--- src/sv/cts_pkg.sv ---
// Shared types and constants for the compressor thermostat.
// Mode encoding, register indexes, reset values and the settings struct.
// No dependencies.
package cts_pkg;

  typedef enum logic [2:0] {
    MODE_INIT    = 3'd0,
    MODE_COOLING = 3'd1,
    MODE_PAUSE   = 3'd2,
    MODE_WARMING = 3'd3,
    MODE_ERROR   = 3'd4
  } mode_t;

  localparam int unsigned TEMP_W = 8;
  localparam int unsigned SAMPLE_W = 16;
  localparam int unsigned TICK_W = 16;
  localparam int unsigned CFG_IDX_W = 3;
  localparam int unsigned CFG_DATA_W = 16;

  localparam logic [CFG_IDX_W-1:0] CFG_TARGET_TEMP = 3'd0;
  localparam logic [CFG_IDX_W-1:0] CFG_HYSTERESIS = 3'd1;
  localparam logic [CFG_IDX_W-1:0] CFG_ERROR_CODE = 3'd2;
  localparam logic [CFG_IDX_W-1:0] CFG_COOLING_MAX = 3'd3;
  localparam logic [CFG_IDX_W-1:0] CFG_PAUSE_TICKS = 3'd4;
  localparam logic [CFG_IDX_W-1:0] CFG_INIT_TICKS = 3'd5;

  localparam logic [TEMP_W-1:0] RST_TARGET_TEMP = 8'd0;
  localparam logic [TEMP_W-1:0] RST_HYSTERESIS = 8'd1;
  localparam logic [SAMPLE_W-1:0] RST_ERROR_CODE = 16'hFFFF;
  localparam logic [TICK_W-1:0] RST_COOLING_MAX = 16'(20 * 60 * 10);
  localparam logic [TICK_W-1:0] RST_PAUSE_TICKS = 16'(2 * 60 * 10);
  localparam logic [TICK_W-1:0] RST_INIT_TICKS = 16'(2 * 60 * 10);

  typedef struct packed {
    logic [TEMP_W-1:0]   target_temp;
    logic [TEMP_W-1:0]   hysteresis;
    logic [SAMPLE_W-1:0] error_code;
    logic [TICK_W-1:0]   cooling_max_ticks;
    logic [TICK_W-1:0]   pause_ticks;
    logic [TICK_W-1:0]   init_ticks;
  } cts_cfg_t;

endpackage

--- src/sv/compressor_thermostat_fsm_unit.sv ---
// Compressor thermostat: stream wrapper, settings registers and item handshake.
// Instantiates cts_ctrl; depends on cts_pkg.
//
// Usage:
//   Input channel in_*: one item per 100 ms tick, in_tdata[15:0] = temp_sample.
//   Result channel out_*: one result per input item,
//     out_tdata[0] = compressor_on, out_tdata[3:1] = mode, upper bits zero.
//   Settings port cfg_*: cfg_we writes cfg_wdata to register cfg_index
//     (0 target_temp, 1 hysteresis, 2 error_code, 3 cooling_max_ticks,
//     4 pause_ticks, 5 init_ticks); other indexes are ignored. Write only
//     while no item is in flight.
// Timing:
//   An item is registered on acceptance; the mode machine steps when that item
//   advances, which a stall can delay, updating the state registers that drive
//   out_tdata. out_tvalid is registered on the step; one item per cycle sustained while out_tready stays high.
//   The mode machine step is the only logic between the two registers.
// Reset:
//   Synchronous, active low. Mode init, counter zero, relay off, settings at
//   their defaults, both channels empty.
// Stall:
//   While out_tready is low the result holds, at most one further item is taken into
//   the input register, then in_tready drops until the result is taken.
module compressor_thermostat_fsm_unit import cts_pkg::*; (
  input  logic                  clk,
  input  logic                  rst_n,
  input  logic                  in_tvalid,
  output logic                  in_tready,
  input  logic [15:0]           in_tdata,   // [15:0] temp_sample
  output logic                  out_tvalid,
  input  logic                  out_tready,
  output logic [7:0]            out_tdata,  // [0] compressor_on, [3:1] mode
  input  logic                  cfg_we,
  input  logic [CFG_IDX_W-1:0]  cfg_index,
  input  logic [CFG_DATA_W-1:0] cfg_wdata
);

  cts_cfg_t            cfg_r;
  logic                in_valid_r, in_valid_nxt;
  logic [SAMPLE_W-1:0] sample_r;
  logic                out_valid_r, out_valid_nxt;
  logic                advance;
  logic                relay;
  mode_t               mode;

  always_ff @(posedge clk) begin
    if (!rst_n) begin
      cfg_r.target_temp       <= RST_TARGET_TEMP;
      cfg_r.hysteresis        <= RST_HYSTERESIS;
      cfg_r.error_code        <= RST_ERROR_CODE;
      cfg_r.cooling_max_ticks <= RST_COOLING_MAX;
      cfg_r.pause_ticks       <= RST_PAUSE_TICKS;
      cfg_r.init_ticks        <= RST_INIT_TICKS;
    end else if (cfg_we) begin
      unique case (cfg_index)
        CFG_TARGET_TEMP: cfg_r.target_temp       <= cfg_wdata[TEMP_W-1:0];
        CFG_HYSTERESIS:  cfg_r.hysteresis        <= cfg_wdata[TEMP_W-1:0];
        CFG_ERROR_CODE:  cfg_r.error_code        <= cfg_wdata[SAMPLE_W-1:0];
        CFG_COOLING_MAX: cfg_r.cooling_max_ticks <= cfg_wdata[TICK_W-1:0];
        CFG_PAUSE_TICKS: cfg_r.pause_ticks       <= cfg_wdata[TICK_W-1:0];
        CFG_INIT_TICKS:  cfg_r.init_ticks        <= cfg_wdata[TICK_W-1:0];
        default: ;
      endcase
    end
  end

  assign advance   = in_valid_r && (!out_valid_r || out_tready);
  assign in_tready = !in_valid_r || advance;

  always_comb begin
    in_valid_nxt = in_valid_r;
    if (in_tvalid && in_tready) in_valid_nxt = 1'b1;
    else if (advance)           in_valid_nxt = 1'b0;
  end

  always_comb begin
    out_valid_nxt = out_valid_r;
    if (advance)         out_valid_nxt = 1'b1;
    else if (out_tready) out_valid_nxt = 1'b0;
  end

  always_ff @(posedge clk) begin
    if (!rst_n) begin
      in_valid_r  <= 1'b0;
      out_valid_r <= 1'b0;
    end else begin
      in_valid_r  <= in_valid_nxt;
      out_valid_r <= out_valid_nxt;
    end
  end

  always_ff @(posedge clk) begin
    if (in_tvalid && in_tready) sample_r <= in_tdata[SAMPLE_W-1:0];
  end

  cts_ctrl u_ctrl (
    .clk    (clk),
    .rst_n  (rst_n),
    .step   (advance),
    .sample (sample_r),
    .cfg    (cfg_r),
    .relay  (relay),
    .mode   (mode)
  );

  assign out_tvalid = out_valid_r;
  assign out_tdata  = {4'b0000, mode, relay};

  a_stall_holds_item: assert property (@(posedge clk) disable iff (!rst_n)
    in_valid_r && !advance |=> in_valid_r && $stable(sample_r))
    else $error("buffered item lost under stall");

  a_result_after_step: assert property (@(posedge clk) disable iff (!rst_n)
    advance |=> out_valid_r)
    else $error("stepped item produced no result");

  a_result_held: assert property (@(posedge clk) disable iff (!rst_n)
    out_valid_r && !out_tready |=> out_valid_r && $stable(out_tdata))
    else $error("waiting result changed");

endmodule

--- src/sv/cts_ctrl.sv ---
// Thermostat mode machine: mode, tick down-counter and relay state.
// Advances once per item on the step strobe.
// Depends on cts_pkg.
module cts_ctrl import cts_pkg::*; (
  input  logic                clk,
  input  logic                rst_n,
  input  logic                step,
  input  logic [SAMPLE_W-1:0] sample,
  input  cts_cfg_t            cfg,
  output logic                relay,
  output mode_t               mode
);

  mode_t               mode_r, mode_nxt;
  logic [TICK_W-1:0]   cnt_r, cnt_nxt, cnt_dec;
  logic                relay_r, relay_nxt;
  logic                err_hit, expired, too_cold, too_warm;
  logic [TEMP_W-1:0]   low_bound;
  logic [TEMP_W:0]     high_bound;

  assign err_hit    = (sample == cfg.error_code);
  assign cnt_dec    = (cnt_r == '0) ? '0 : cnt_r - TICK_W'(1);
  assign expired    = (cnt_dec == '0);
  assign low_bound  = cfg.target_temp - cfg.hysteresis;
  assign high_bound = {1'b0, cfg.target_temp} + {1'b0, cfg.hysteresis};
  assign too_cold   = (cfg.target_temp >= cfg.hysteresis) &&
                      ({{(SAMPLE_W-TEMP_W){1'b0}}, low_bound} > sample);
  assign too_warm   = ({{(SAMPLE_W-TEMP_W-1){1'b0}}, high_bound} < sample);

  // next mode
  always_comb begin
    mode_nxt = mode_r;
    if (err_hit) begin
      mode_nxt = MODE_ERROR;
    end else begin
      unique case (mode_r) inside
        MODE_INIT, MODE_PAUSE: begin
          if (expired && too_cold) mode_nxt = MODE_WARMING;
          else if (expired && too_warm) mode_nxt = MODE_COOLING;
        end
        MODE_COOLING: begin
          if (expired) mode_nxt = MODE_PAUSE;
          else if (too_cold) mode_nxt = MODE_WARMING;
        end
        MODE_WARMING: begin
          if (too_warm) mode_nxt = MODE_COOLING;
        end
        MODE_ERROR: mode_nxt = MODE_INIT;
        default:    mode_nxt = mode_r;
      endcase
    end
  end

  // relay and counter on mode entry; otherwise the counter counts down to zero and the relay holds
  always_comb begin
    relay_nxt = relay_r;
    cnt_nxt   = cnt_dec;
    if (mode_nxt != mode_r) begin
      unique case (mode_nxt)
        MODE_COOLING: begin
          relay_nxt = 1'b1;
          cnt_nxt   = cfg.cooling_max_ticks;
        end
        MODE_PAUSE: begin
          relay_nxt = 1'b0;
          cnt_nxt   = cfg.pause_ticks;
        end
        MODE_INIT: begin
          relay_nxt = 1'b0;
          cnt_nxt   = cfg.init_ticks;
        end
        default: relay_nxt = 1'b0;
      endcase
    end else if (mode_r == MODE_ERROR) begin
      relay_nxt = 1'b0;
    end
  end

  always_ff @(posedge clk) begin
    if (!rst_n) begin
      mode_r  <= MODE_INIT;
      cnt_r   <= '0;
      relay_r <= 1'b0;
    end else if (step) begin
      mode_r  <= mode_nxt;
      cnt_r   <= cnt_nxt;
      relay_r <= relay_nxt;
    end
  end

  assign relay = relay_r;
  assign mode  = mode_r;

  a_relay_only_cooling: assert property (@(posedge clk) disable iff (!rst_n)
    relay_r |-> (mode_r == MODE_COOLING))
    else $error("relay on outside cooling");

  a_error_sample: assert property (@(posedge clk) disable iff (!rst_n)
    step && err_hit |=> (mode_r == MODE_ERROR) && !relay_r)
    else $error("fault sample did not enter error mode");

  a_hold_idle: assert property (@(posedge clk) disable iff (!rst_n)
    !step |=> $stable(mode_r) && $stable(cnt_r) && $stable(relay_r))
    else $error("state moved without an item");

  a_cool_load: assert property (@(posedge clk) disable iff (!rst_n)
    step && (mode_nxt == MODE_COOLING) && (mode_r != MODE_COOLING)
      |=> (cnt_r == $past(cfg.cooling_max_ticks)))
    else $error("cooling entry did not load run limit");

endmodule
--- config.mk ---
export PLATFORM = sky130hd
export DESIGN_NAME = compressor_thermostat_fsm_unit
export DESIGN_NICKNAME = d
export VERILOG_FILES = /design/src/sv/cts_pkg.sv /design/src/sv/compressor_thermostat_fsm_unit.sv /design/src/sv/cts_ctrl.sv
export SDC_FILE = /design/constraint.sdc
export NUM_CORES = 1
export LEC_CHECK = 0
export ABC_AREA = 0
export BUFFER_PORTS_ARGS = -buffer_cell sky130_fd_sc_hd__buf_2
export CAP_MARGIN = 20
export CORE_UTILIZATION = 45
export CTS_BUF_LIST = sky130_fd_sc_hd__clkbuf_8
export DETAILED_ROUTE_END_ITERATION = 7
export PLACE_DENSITY_LB_ADDON = 0.1
export SETUP_SLACK_MARGIN = 0.05
export SLEW_MARGIN = 20
export SYNTH_ARGS = -nofsm -noshare
export SYNTH_HDL_FRONTEND = slang
export SYNTH_SLANG_ARGS = --single-unit
--- constraint.sdc ---
create_clock -name clk -period 4.7 [get_ports clk]
set_input_delay 0.705 -clock clk [delete_from_list [all_inputs] [get_ports clk]]
set_output_delay 0.705 -clock clk [all_outputs]
set_load 0.005 [all_outputs]
## Word-level counts from Yosys, hierarchy flattened

Cells that the tools add are included.

- Register bits after elaboration: 118
- Output and inout bits: 10
- Word-level logic and storage cells: 73

- Add/sub/neg operators: 3
- Order comparisons: 3
- Eq/ne operators: 13
- Multiplexer cells: 17
- Reduce and logical (&&, ||, !) cells: 25

Operators with widths:

| kind | count |
|---|---|
| $pmux W16 S3 | 1 |
| $logic_not A16 Y1 | 2 |
| $mux W16 | 2 |
| $mux W3 | 6 |
| $eq A16 B16 Y1 | 1 |
| $gt A8 B16 Y1 | 1 |
| $lt A9 B16 Y1 | 1 |
| $sub A16 B1 Y16 const B | 1 |
| $eq A3 B2 Y1 const B | 5 |
| $reduce_and A2 Y1 | 7 |
| $pmux W3 S4 | 1 |
| $add A8 B8 Y9 | 1 |
| $eq A3 B1 Y1 const B | 3 |
| $eq A3 B3 Y1 const B | 3 |
| $logic_not A3 Y1 | 3 |
| $ge A8 B8 Y1 | 1 |
| $sub A8 B8 Y8 | 1 |
| $mux W1 | 7 |
| $reduce_bool A2 Y1 | 3 |
| $logic_and A1 B1 Y1 | 5 |
| $ne A3 B3 Y1 | 1 |
| $logic_not A1 Y1 | 2 |
| $logic_or A1 B1 Y1 | 2 |
| $reduce_or A2 Y1 | 1 |

## Logic depth before layout (Yosys ltp)

Gate-level depths: netlist of the first run.

- Depth after elaboration: 11
- Mapped depth: 24
- Depth with buffers taken out: 22

## By module

Synthesis of the first run repeated with hierarchy kept, for this count alone.

- Cells, all modules: 773
- Area, all modules: 6965.4 µm²

By module, submodules not included:

| module | times used | cells an instance | area each (µm²) | sequential area each (µm²) |
|---|---|---|---|---|
| compressor_thermostat_fsm_unit | 1 | 332 | 3739.8 | 2122.0 |
| cts_ctrl | 1 | 441 | 3225.6 | 400.4 |

## Worst setup path after synthesis of the first run

Ideal clock, no wire load.

- Path type: flip-flop to flip-flop
- From: register cfg_r[65] (netlist name)
- To: register u_ctrl.cnt_r[8]
- Arrival time: 4.333 ns
- Data required time: 4.583 ns
- Setup slack: 0.249 ns
- Cell stages (with the launch flop): 21
- Buffers on the path: 0
- Period minus slack after synthesis: 4.451 ns
- Cells stage by stage: dfxtp_1 -> inv_1 -> ha_1 -> nor2b_1 -> o21ai_0 -> a21oi_1 -> nor2_1 -> nor2_1 -> nor2_1 -> o21bai_1 -> a21oi_1 -> xnor2_1 -> ha_1 -> a21boi_0 -> o311ai_0 -> o21ai_0 -> a311oi_4 -> nor2_4 -> mux2_4 -> a221o_1 -> a32o_1

- Longest elaborated chain between the ends: 10
- Elaborated cells between the ends (all ways): 21
- Classes of those cells: 2 x add/sub; 3 x order compare; 3 x eq/ne; 9 x mux; 4 x reduce/logical

Ends and longest elaborated chain:

| element | line | text |
|---|---|---|
| start, declared | compressor_thermostat_fsm_unit.sv:37 | `cts_cfg_t cfg_r;` |
| $sub A8 B8 Y8 / $add A8 B8 Y9 (equally long branches) | cts_ctrl.sv:24, cts_ctrl.sv:25 |  |
| $gt A8 B16 Y1 / $lt A9 B16 Y1 (equally long branches) | cts_ctrl.sv:27, cts_ctrl.sv:28 |  |
| $logic_and A1 B1 Y1, on equally long branches | cts_ctrl.sv:26, cts_ctrl.sv:39 |  |
| $mux W3 (tied with other cells) | cts_ctrl.sv:43 | `else if (too_cold) mode_nxt = MODE_WARMING;` |
| $mux W3, on equally long branches | cts_ctrl.sv:42, cts_ctrl.sv:38 |  |
| $pmux W3 S4 (*) | cts_ctrl.sv:36 | `unique case (mode_r) inside` |
| $mux W3 (*) | cts_ctrl.sv:33 | `if (err_hit) begin` |
| $eq A3 B2 Y1 (tied with other cells) | cts_ctrl.sv:59 | `unique case (mode_nxt)` |
| $pmux W16 S3 | cts_ctrl.sv:59 |  |
| $mux W16 (*) | cts_ctrl.sv:58 | `if (mode_nxt != mode_r) begin` |
| end signal, assigned | cts_ctrl.sv:86 | `cnt_r <= cnt_nxt;` |
| end, declared | cts_ctrl.sv:15 | `logic [TICK_W-1:0] cnt_r, cnt_nxt, cnt_dec;` |

Mark *: on every way between the ends. The rest lies on a longest branch, timed or not.
A chain may end at the register's enable or synchronous reset.

## Final worst setup path of the first run

- From: register cfg_r[69] (netlist name)
- To: register u_ctrl.cnt_r[8]

Same word-level chain as after synthesis.

==> results of run 1 <==
[through the flow]
| stage | instances | setup TNS [ns] | area (um^2) |
|---|---|---|---|
| 2_1_floorplan | 846 | 0 | 6659 |
| 3_3_place_gp | 1029 | 0 | 6934 |
| 3_5_place_dp | 1029 | -0.1062 | 6934 |
| 4_1_cts | 1061 | 0 | 7370 |
| 5_1_grt | 1061 | -0.001492 | 7440 |
| 6_report | 1061 | 0 | 7440 |
[critical path, cell delays in order, from the launching register on]
cell      delay, ns
dfxtp_1        0.38
inv_1          0.06
ha_1           0.37
and2_1         0.21
a221oi_1       0.41
o41ai_2        0.17
xor2_1         0.18
ha_1           0.34
a21oi_1        0.16
a21boi_0       0.10
o311ai_0       0.44
buf_4          0.22
o21ai_2        0.10
a311oi_4       0.34
nor2_4         0.09
mux2_4         0.31
a221o_1        0.31
a32o_1         0.20
[cells by family (layout without fill, tap and decap cells)]
family,after synthesis,count (layout)
fa+ha+maj,35,35
compound gates,194,194
other cells,1,4
xor+xnor,30,30
mux,3,3
flops,118,118
buf+inv,90,121
simple gates,372,372
[final timing paths]
check | startpoint | end | slack (ns) | cells after the start
setup / recovery | cfg_r[69] | u_ctrl.cnt_r[8] | 0.21 | 17
hold reg to reg | cfg_r[11] | cfg_r[11] | 0.45 | 2
hold / removal | in_tdata[9] | sample_r[9] | 0.43 | 1
setup reg to reg | cfg_r[69] | u_ctrl.cnt_r[8] | 0.21 | 17
[cells in the mapped netlist (8+ instances only)]
library cell	n	area share
buf_4	8	0.0090
nor4_1	11	0.010
buf_2	8	0.0060
o21bai_1	8	0.0090
nor2b_1	8	0.0075
nand2_1	182	0.10
inv_1	32	0.018
nor2_1	36	0.020
ha_1	33	0.062
a31oi_1	12	0.011
nand4_1	9	0.0085
dfxtp_1	102	0.31
o211ai_1	8	0.0090
and3_1	17	0.016
xor2_1	21	0.028
or3_1	11	0.010
nor3_1	14	0.011
edfxtp_1	16	0.072
xnor2_1	9	0.012
o21ai_0	25	0.019
a21oi_1	89	0.067
nand3_1	57	0.043
clkbuf_1	35	0.020
[per-layer routing]
layer,global-route usage,vias to the layer above,wire (um)
met5,0,-,0
met4,0.1054,0,512
met3,0.06365,37,1292
met2,0.3939,253,8274
met1,0.3624,2902,8945
li1,-,2985,-
[sequential cells by signal, summed over array words and instances, names as in the netlist]
register	cells
cfg_r	80
u_ctrl.mode	3
u_ctrl.cnt_r	16
in_valid_r	1
out_tvalid	1
sample_r	16
u_ctrl.relay	1
[cell type report]
cell class	instances	share of cell area
Inverter	33	0.01665
Sequential cell	118	0.3396
Multi-Input combinational cell	638	0.5129
Tap cell	184	0.03095
Clock buffer	19	0.03515
Clock inverter	13	0.02119
Timing Repair Buffer	56	0.04356
[repair_timing]
item / CTS / global route
gates resized for setup: 4 / 18
pin swaps: 0 / 3
endpoints found under the setup margin: 6 / 17
hold buffers: 0 / 0
[layout by cell type (no fill, tap or decap), types with 4 or more instances in the layout]
cell,synthesis,routed
xor2_1,21,21
clkbuf_8,0,19
o21ai_1,4,5
o211ai_1,8,8
a31oi_1,12,12
and3_1,17,17
nand3_1,57,57
dfxtp_1,102,99
conb_1,1,4
nand2_1,182,181
nand4_1,9,9
or2_2,4,4
a211oi_1,6,6
ha_1,33,33
inv_1,32,34
nor3_1,14,12
buf_4,8,9
buf_2,8,45
o21ai_0,25,23
xnor2_1,9,9
edfxtp_1,16,16
or3_1,11,11
a21oi_2,1,5
nor2_1,36,36
nor2b_1,8,8
and2_1,4,4
o21bai_1,8,8
o21a_1,4,4
a21oi_1,89,84
nor4_1,11,9
[power breakdown]
part / internal (mW) / total, mW / switching (mW) / leakage, nW
Combinational: 0.793 / 2.15 / 1.36 / 1.79
Sequential: 1.11 / 1.22 / 0.113 / 0.986
Clock: 0.550 / 0.985 / 0.435 / 0.215
==> impl_metrics.tcl, run 1 <==
set metrics [dict create \
    wl_per_cell_um 17.93 \
    netlist_instances 843 \
    min_period_ns 4.491 \
    grt_pass1_wl_um 30040 \
    syn_area_um2 6648 \
    ys.flop_type "dfxtp_1" \
    wl_um 19020 \
    num_vias 6177 \
    syn_to_final_growth_pct 11.91 \
    power-per-cell-area_nw_per_um2 585.9 \
    grt_usage 0.2634 \
    num_rows 44 \
    finalClockSkew_ns 0.008535 \
    start_util 0.4591 \
    finalHoldViolations 0 \
    cts_sinks 118 \
    antenna_left 0 \
    hpwl_um 13390 \
    synth_fa_ha_area_frac 0.06813 \
    cts_tree "yes" \
    die_h_um 123.5 \
    ys_seq_elements 118 \
    postSynthAreaPerCell_um2 7.886 \
    synthMuxAreaShare 0.005647 \
    drt_iter0_drc 509 \
    seq_area_frac_synth 0.3794 \
    yosysWarnings 0 \
    grt_overflow 0 \
    cp-end-kind "register" \
    grt_max_degree 47 \
    drv_slew 0 \
    cap_violations 0 \
    rsz0062_at_grt "true" \
    fillerInstances 1435 \
    crit_arrival_ns 4.82 \
    firstDrtPassIters 6 \
    antenna_found_initial 0 \
    p_total_mw 4.359 \
    dieArea_um2 15260 \
    cts_buffer_depth 2 \
    clock_latency_ns 0.44 \
    period_share 0.9556 \
    worst_slack_ns 0.2088 \
    multi_input_area_um2 3816 \
    synth_top_family_by_area "simple AND/OR/NAND/NOR gates" \
    die_x_um 123.5 \
    gp_congestion 0.9398 \
    worst-setup-path-type "register to register" \
    pin_count 50 \
    vdd_ir_drop_max_mv 0.3317 \
    drive_above_1_share 0.1482 \
    hold_ws_ns 0.4318 \
    dp_slack_ns -0.05155 \
    synth-edff-count 16 \
    path_clk_slew_ns 0.08 \
    maxSlewHeadroom 0.2720 \
    worstPathRequired_ns 5.03 \
    io_buffers 45 \
    synth_cell_types 79 \
    hold_path.class "input port to register" \
    max_freq_mhz 222.7 \
    coreArea_um2 14480 \
    diodes 0 \
    via_per_inst 5.822 \
    status "finished, final reports clean" \
    synthSimpleGateAreaFrac 0.2620 \
    tightest_slew_ns 1.084 \
    cts_made_buffers 17 \
    h-tree-depth 4 \
    root_buffer "clkbuf_8" \
    setup_viol_count_final 0 \
    regArea_um2 2526 \
    finish.utilization 0.5138 \
    crit_fanout 5 \
    grt_pass1_vias 5723 \
    drc_errors 0 \
    synthXorXnorAreaFrac 0.03953 \
    p_leak_nw 2.996 \
    synth_compound_area_frac 0.1846 \
    fin_nets 939 \
    post_cts_buffers 0 \
    start_kind "register" \
    synthArstFlopShare 0 \
]
(Power assumes the default switching activity.)
==> inputs of run 2 (changes only) <==
Settings changed: CTS_BUF_LIST sky130_fd_sc_hd__clkbuf_8 to default.
==> impl_metrics.tcl, run 2 (synthesis results as in run 1) <==
set metrics [dict create \
    status "finished, final reports clean" \
    met1_usage 0.3626 \
    num_rows 44 \
    cts_made_buffers 17 \
    io_buffers 45 \
    maxSlewHeadroom 0.2683 \
    final_cell_mix "nand2_1 (181), dfxtp_1 (100), a21oi_1 (85), nand3_1 (57), buf_2 (45)" \
    antenna_left 0 \
    start_kind "register" \
    max_freq_mhz 226.2 \
    use_met3 0.05443 \
    path_clk_slew_ns 0.06 \
    num_vias 6162 \
    cts_buffer_depth 2 \
    p_int_mw 2.770 \
    syn_to_final_growth_pct 14.66 \
    diodes 0 \
    crit_fanout 5 \
    dpl_cell_area_um2 6934 \
    r2r-end "u_ctrl.cnt_r[8]" \
    grt_use_met2 0.3987 \
    post_cts_buffers 0 \
    reg_top3 "cfg_r: 80 flops, sample_r: 16 flops, u_ctrl.cnt_r: 16 flops" \
    start_util 0.4591 \
    grt_pass1_vias 5759 \
    fin_nets 939 \
    grt-busiest-layer "met2" \
    final_common_cell "nand2_1" \
    whs_endpoint "cfg_r[11]" \
    gp_congestion 0.9398 \
    rr_worst_depth 17 \
    drt_iter0_drc 598 \
    wl_um 19080 \
    power-per-cell-area_nw_per_um2 619.2 \
    p_total_mw 4.720 \
    finalHoldViolations 0 \
    antenna_found_initial 0 \
    via_per_inst 5.808 \
    firstDrtPassIters 5 \
    largest_reg_flops 80 \
    coreArea_um2 14480 \
    cts_sinks 118 \
    wl_per_cell_um 17.98 \
    grt_max_degree 47 \
    seq_power_share 0.260 \
    tightest_slew_ns 1.089 \
    h-tree-depth 4 \
    drive_above_1_share 0.1448 \
    pin_count 50 \
    hpwl_um 13390 \
    min-delay-start "cfg_r[11]" \
    finalClockSkew_ns 0.005825 \
    p_comb_frac 0.456 \
    die_h_um 123.5 \
    multi_input_area_um2 3809 \
    regToRegSetupSlack_ns 0.28 \
    die_x_um 123.5 \
    root_buffer "clkbuf_16" \
    regMostFlops "cfg_r" \
    crit_arrival_ns 4.72 \
    period_share 0.9406 \
    worst-setup-path-type "register to register" \
    hold_path.class "register to register" \
    drc_errors 0 \
    finish.utilization 0.5264 \
    dp.cells 1029 \
    cp-end-kind "register" \
    grt_overflow 0 \
    switchingPower_mw 1.950 \
    swShare 0.4132 \
    p_leak_nw 3.073 \
    cts_tree "yes" \
    cap_violations 0 \
    cts_hold_buf 0 \
    clock_latency_ns 0.41 \
    r2r_start "cfg_r[69]" \
    min_path_cells 2 \
    drv_slew 0 \
    power.share.clock 0.284 \
    rsz0062_at_grt "true" \
    finalNonFillerCells 1061 \
    worstPathRequired_ns 5.00 \
    grt_pass1_wl_um 30200 \
    dieArea_um2 15260 \
    setup_viol_count_final 0 \
    fillerInstances 1400 \
    min_period_ns 4.421 \
    regArea_um2 2525 \
    grt_usage 0.2640 \
    vdd_ir_drop_max_mv 0.4019 \
    fin_area_um2 7622 \
]
==> run 2: worst max path at each step <==
stage                   start               to  slack (ns)  cells past startpoint
floorplan           cfg_r[65]  u_ctrl.cnt_r[8]        0.25                     20
global route        cfg_r[66]  u_ctrl.cnt_r[8]        0.01                     22
global placement    cfg_r[65]  u_ctrl.cnt_r[2]        0.09                     21
CTS                 cfg_r[65]  u_ctrl.cnt_r[8]        0.06                     23
finish              cfg_r[69]  u_ctrl.cnt_r[8]        0.28                     17
detailed placement  cfg_r[65]  u_ctrl.cnt_r[2]       -0.05                     23
==> run 2: final cells by class <==
class,instances,area share
multi-input cells,638,0.4997
inverters,33,0.01625
clock buffers,21,0.06041
flip-flops and latches,118,0.3313
clock inverters,11,0.01970
repair buffers,56,0.04251
well taps,184,0.03020
==> run 2: power by group through the flow <==
stage	combinational, mW	clock [mW]	sequential [mW]
floorplan	1.58	0	1.19
global placement	2.03	0	1.24
detailed placement	2.05	0	1.24
CTS	2.08	1.36	1.22
global route	2.32	1.40	1.24
finish	2.15	1.34	1.23
==> run 2: what timing repair did <==
item,4_1_cts,5_1_grt
endpoints found under the setup margin,6,17
gates resized for setup,4,15
pin swaps,0,1
==> run 2: worst max-delay path: stages, from the launching register on <==
cell,delay (ns)
dfxtp_1,0.36
inv_1,0.06
ha_1,0.36
and2_1,0.20
a221oi_1,0.41
o41ai_2,0.17
xor2_1,0.18
ha_1,0.34
a21oi_1,0.16
a21boi_0,0.11
o311ai_0,0.40
buf_4,0.22
o21ai_2,0.10
a311oi_4,0.33
nor2_4,0.09
mux2_4,0.31
a221o_1,0.31
a32o_1,0.20
==> run 2: metrics by stage <==
step / hold slack [ns] / setup slack [ns] / TNS [ns]
3_3_place_gp: 0.4391 / 0.09477 / 0
6_report: 0.4513 / 0.2791 / 0
2_1_floorplan: 0.4319 / 0.2494 / 0
5_1_grt: 0.4493 / 0.01337 / 0
4_1_cts: 0.4500 / 0.06209 / 0
3_5_place_dp: 0.4444 / -0.05155 / -0.1062
==> run 2: metal layers <==
metal	vias to the layer above	part of all wire	routed length, um
met3	36	0.075	1422
met1	2890	0.46	8791
met4	0	0.025	481
li1	2992	-	-
met5	-	0	0
met2	244	0.44	8380
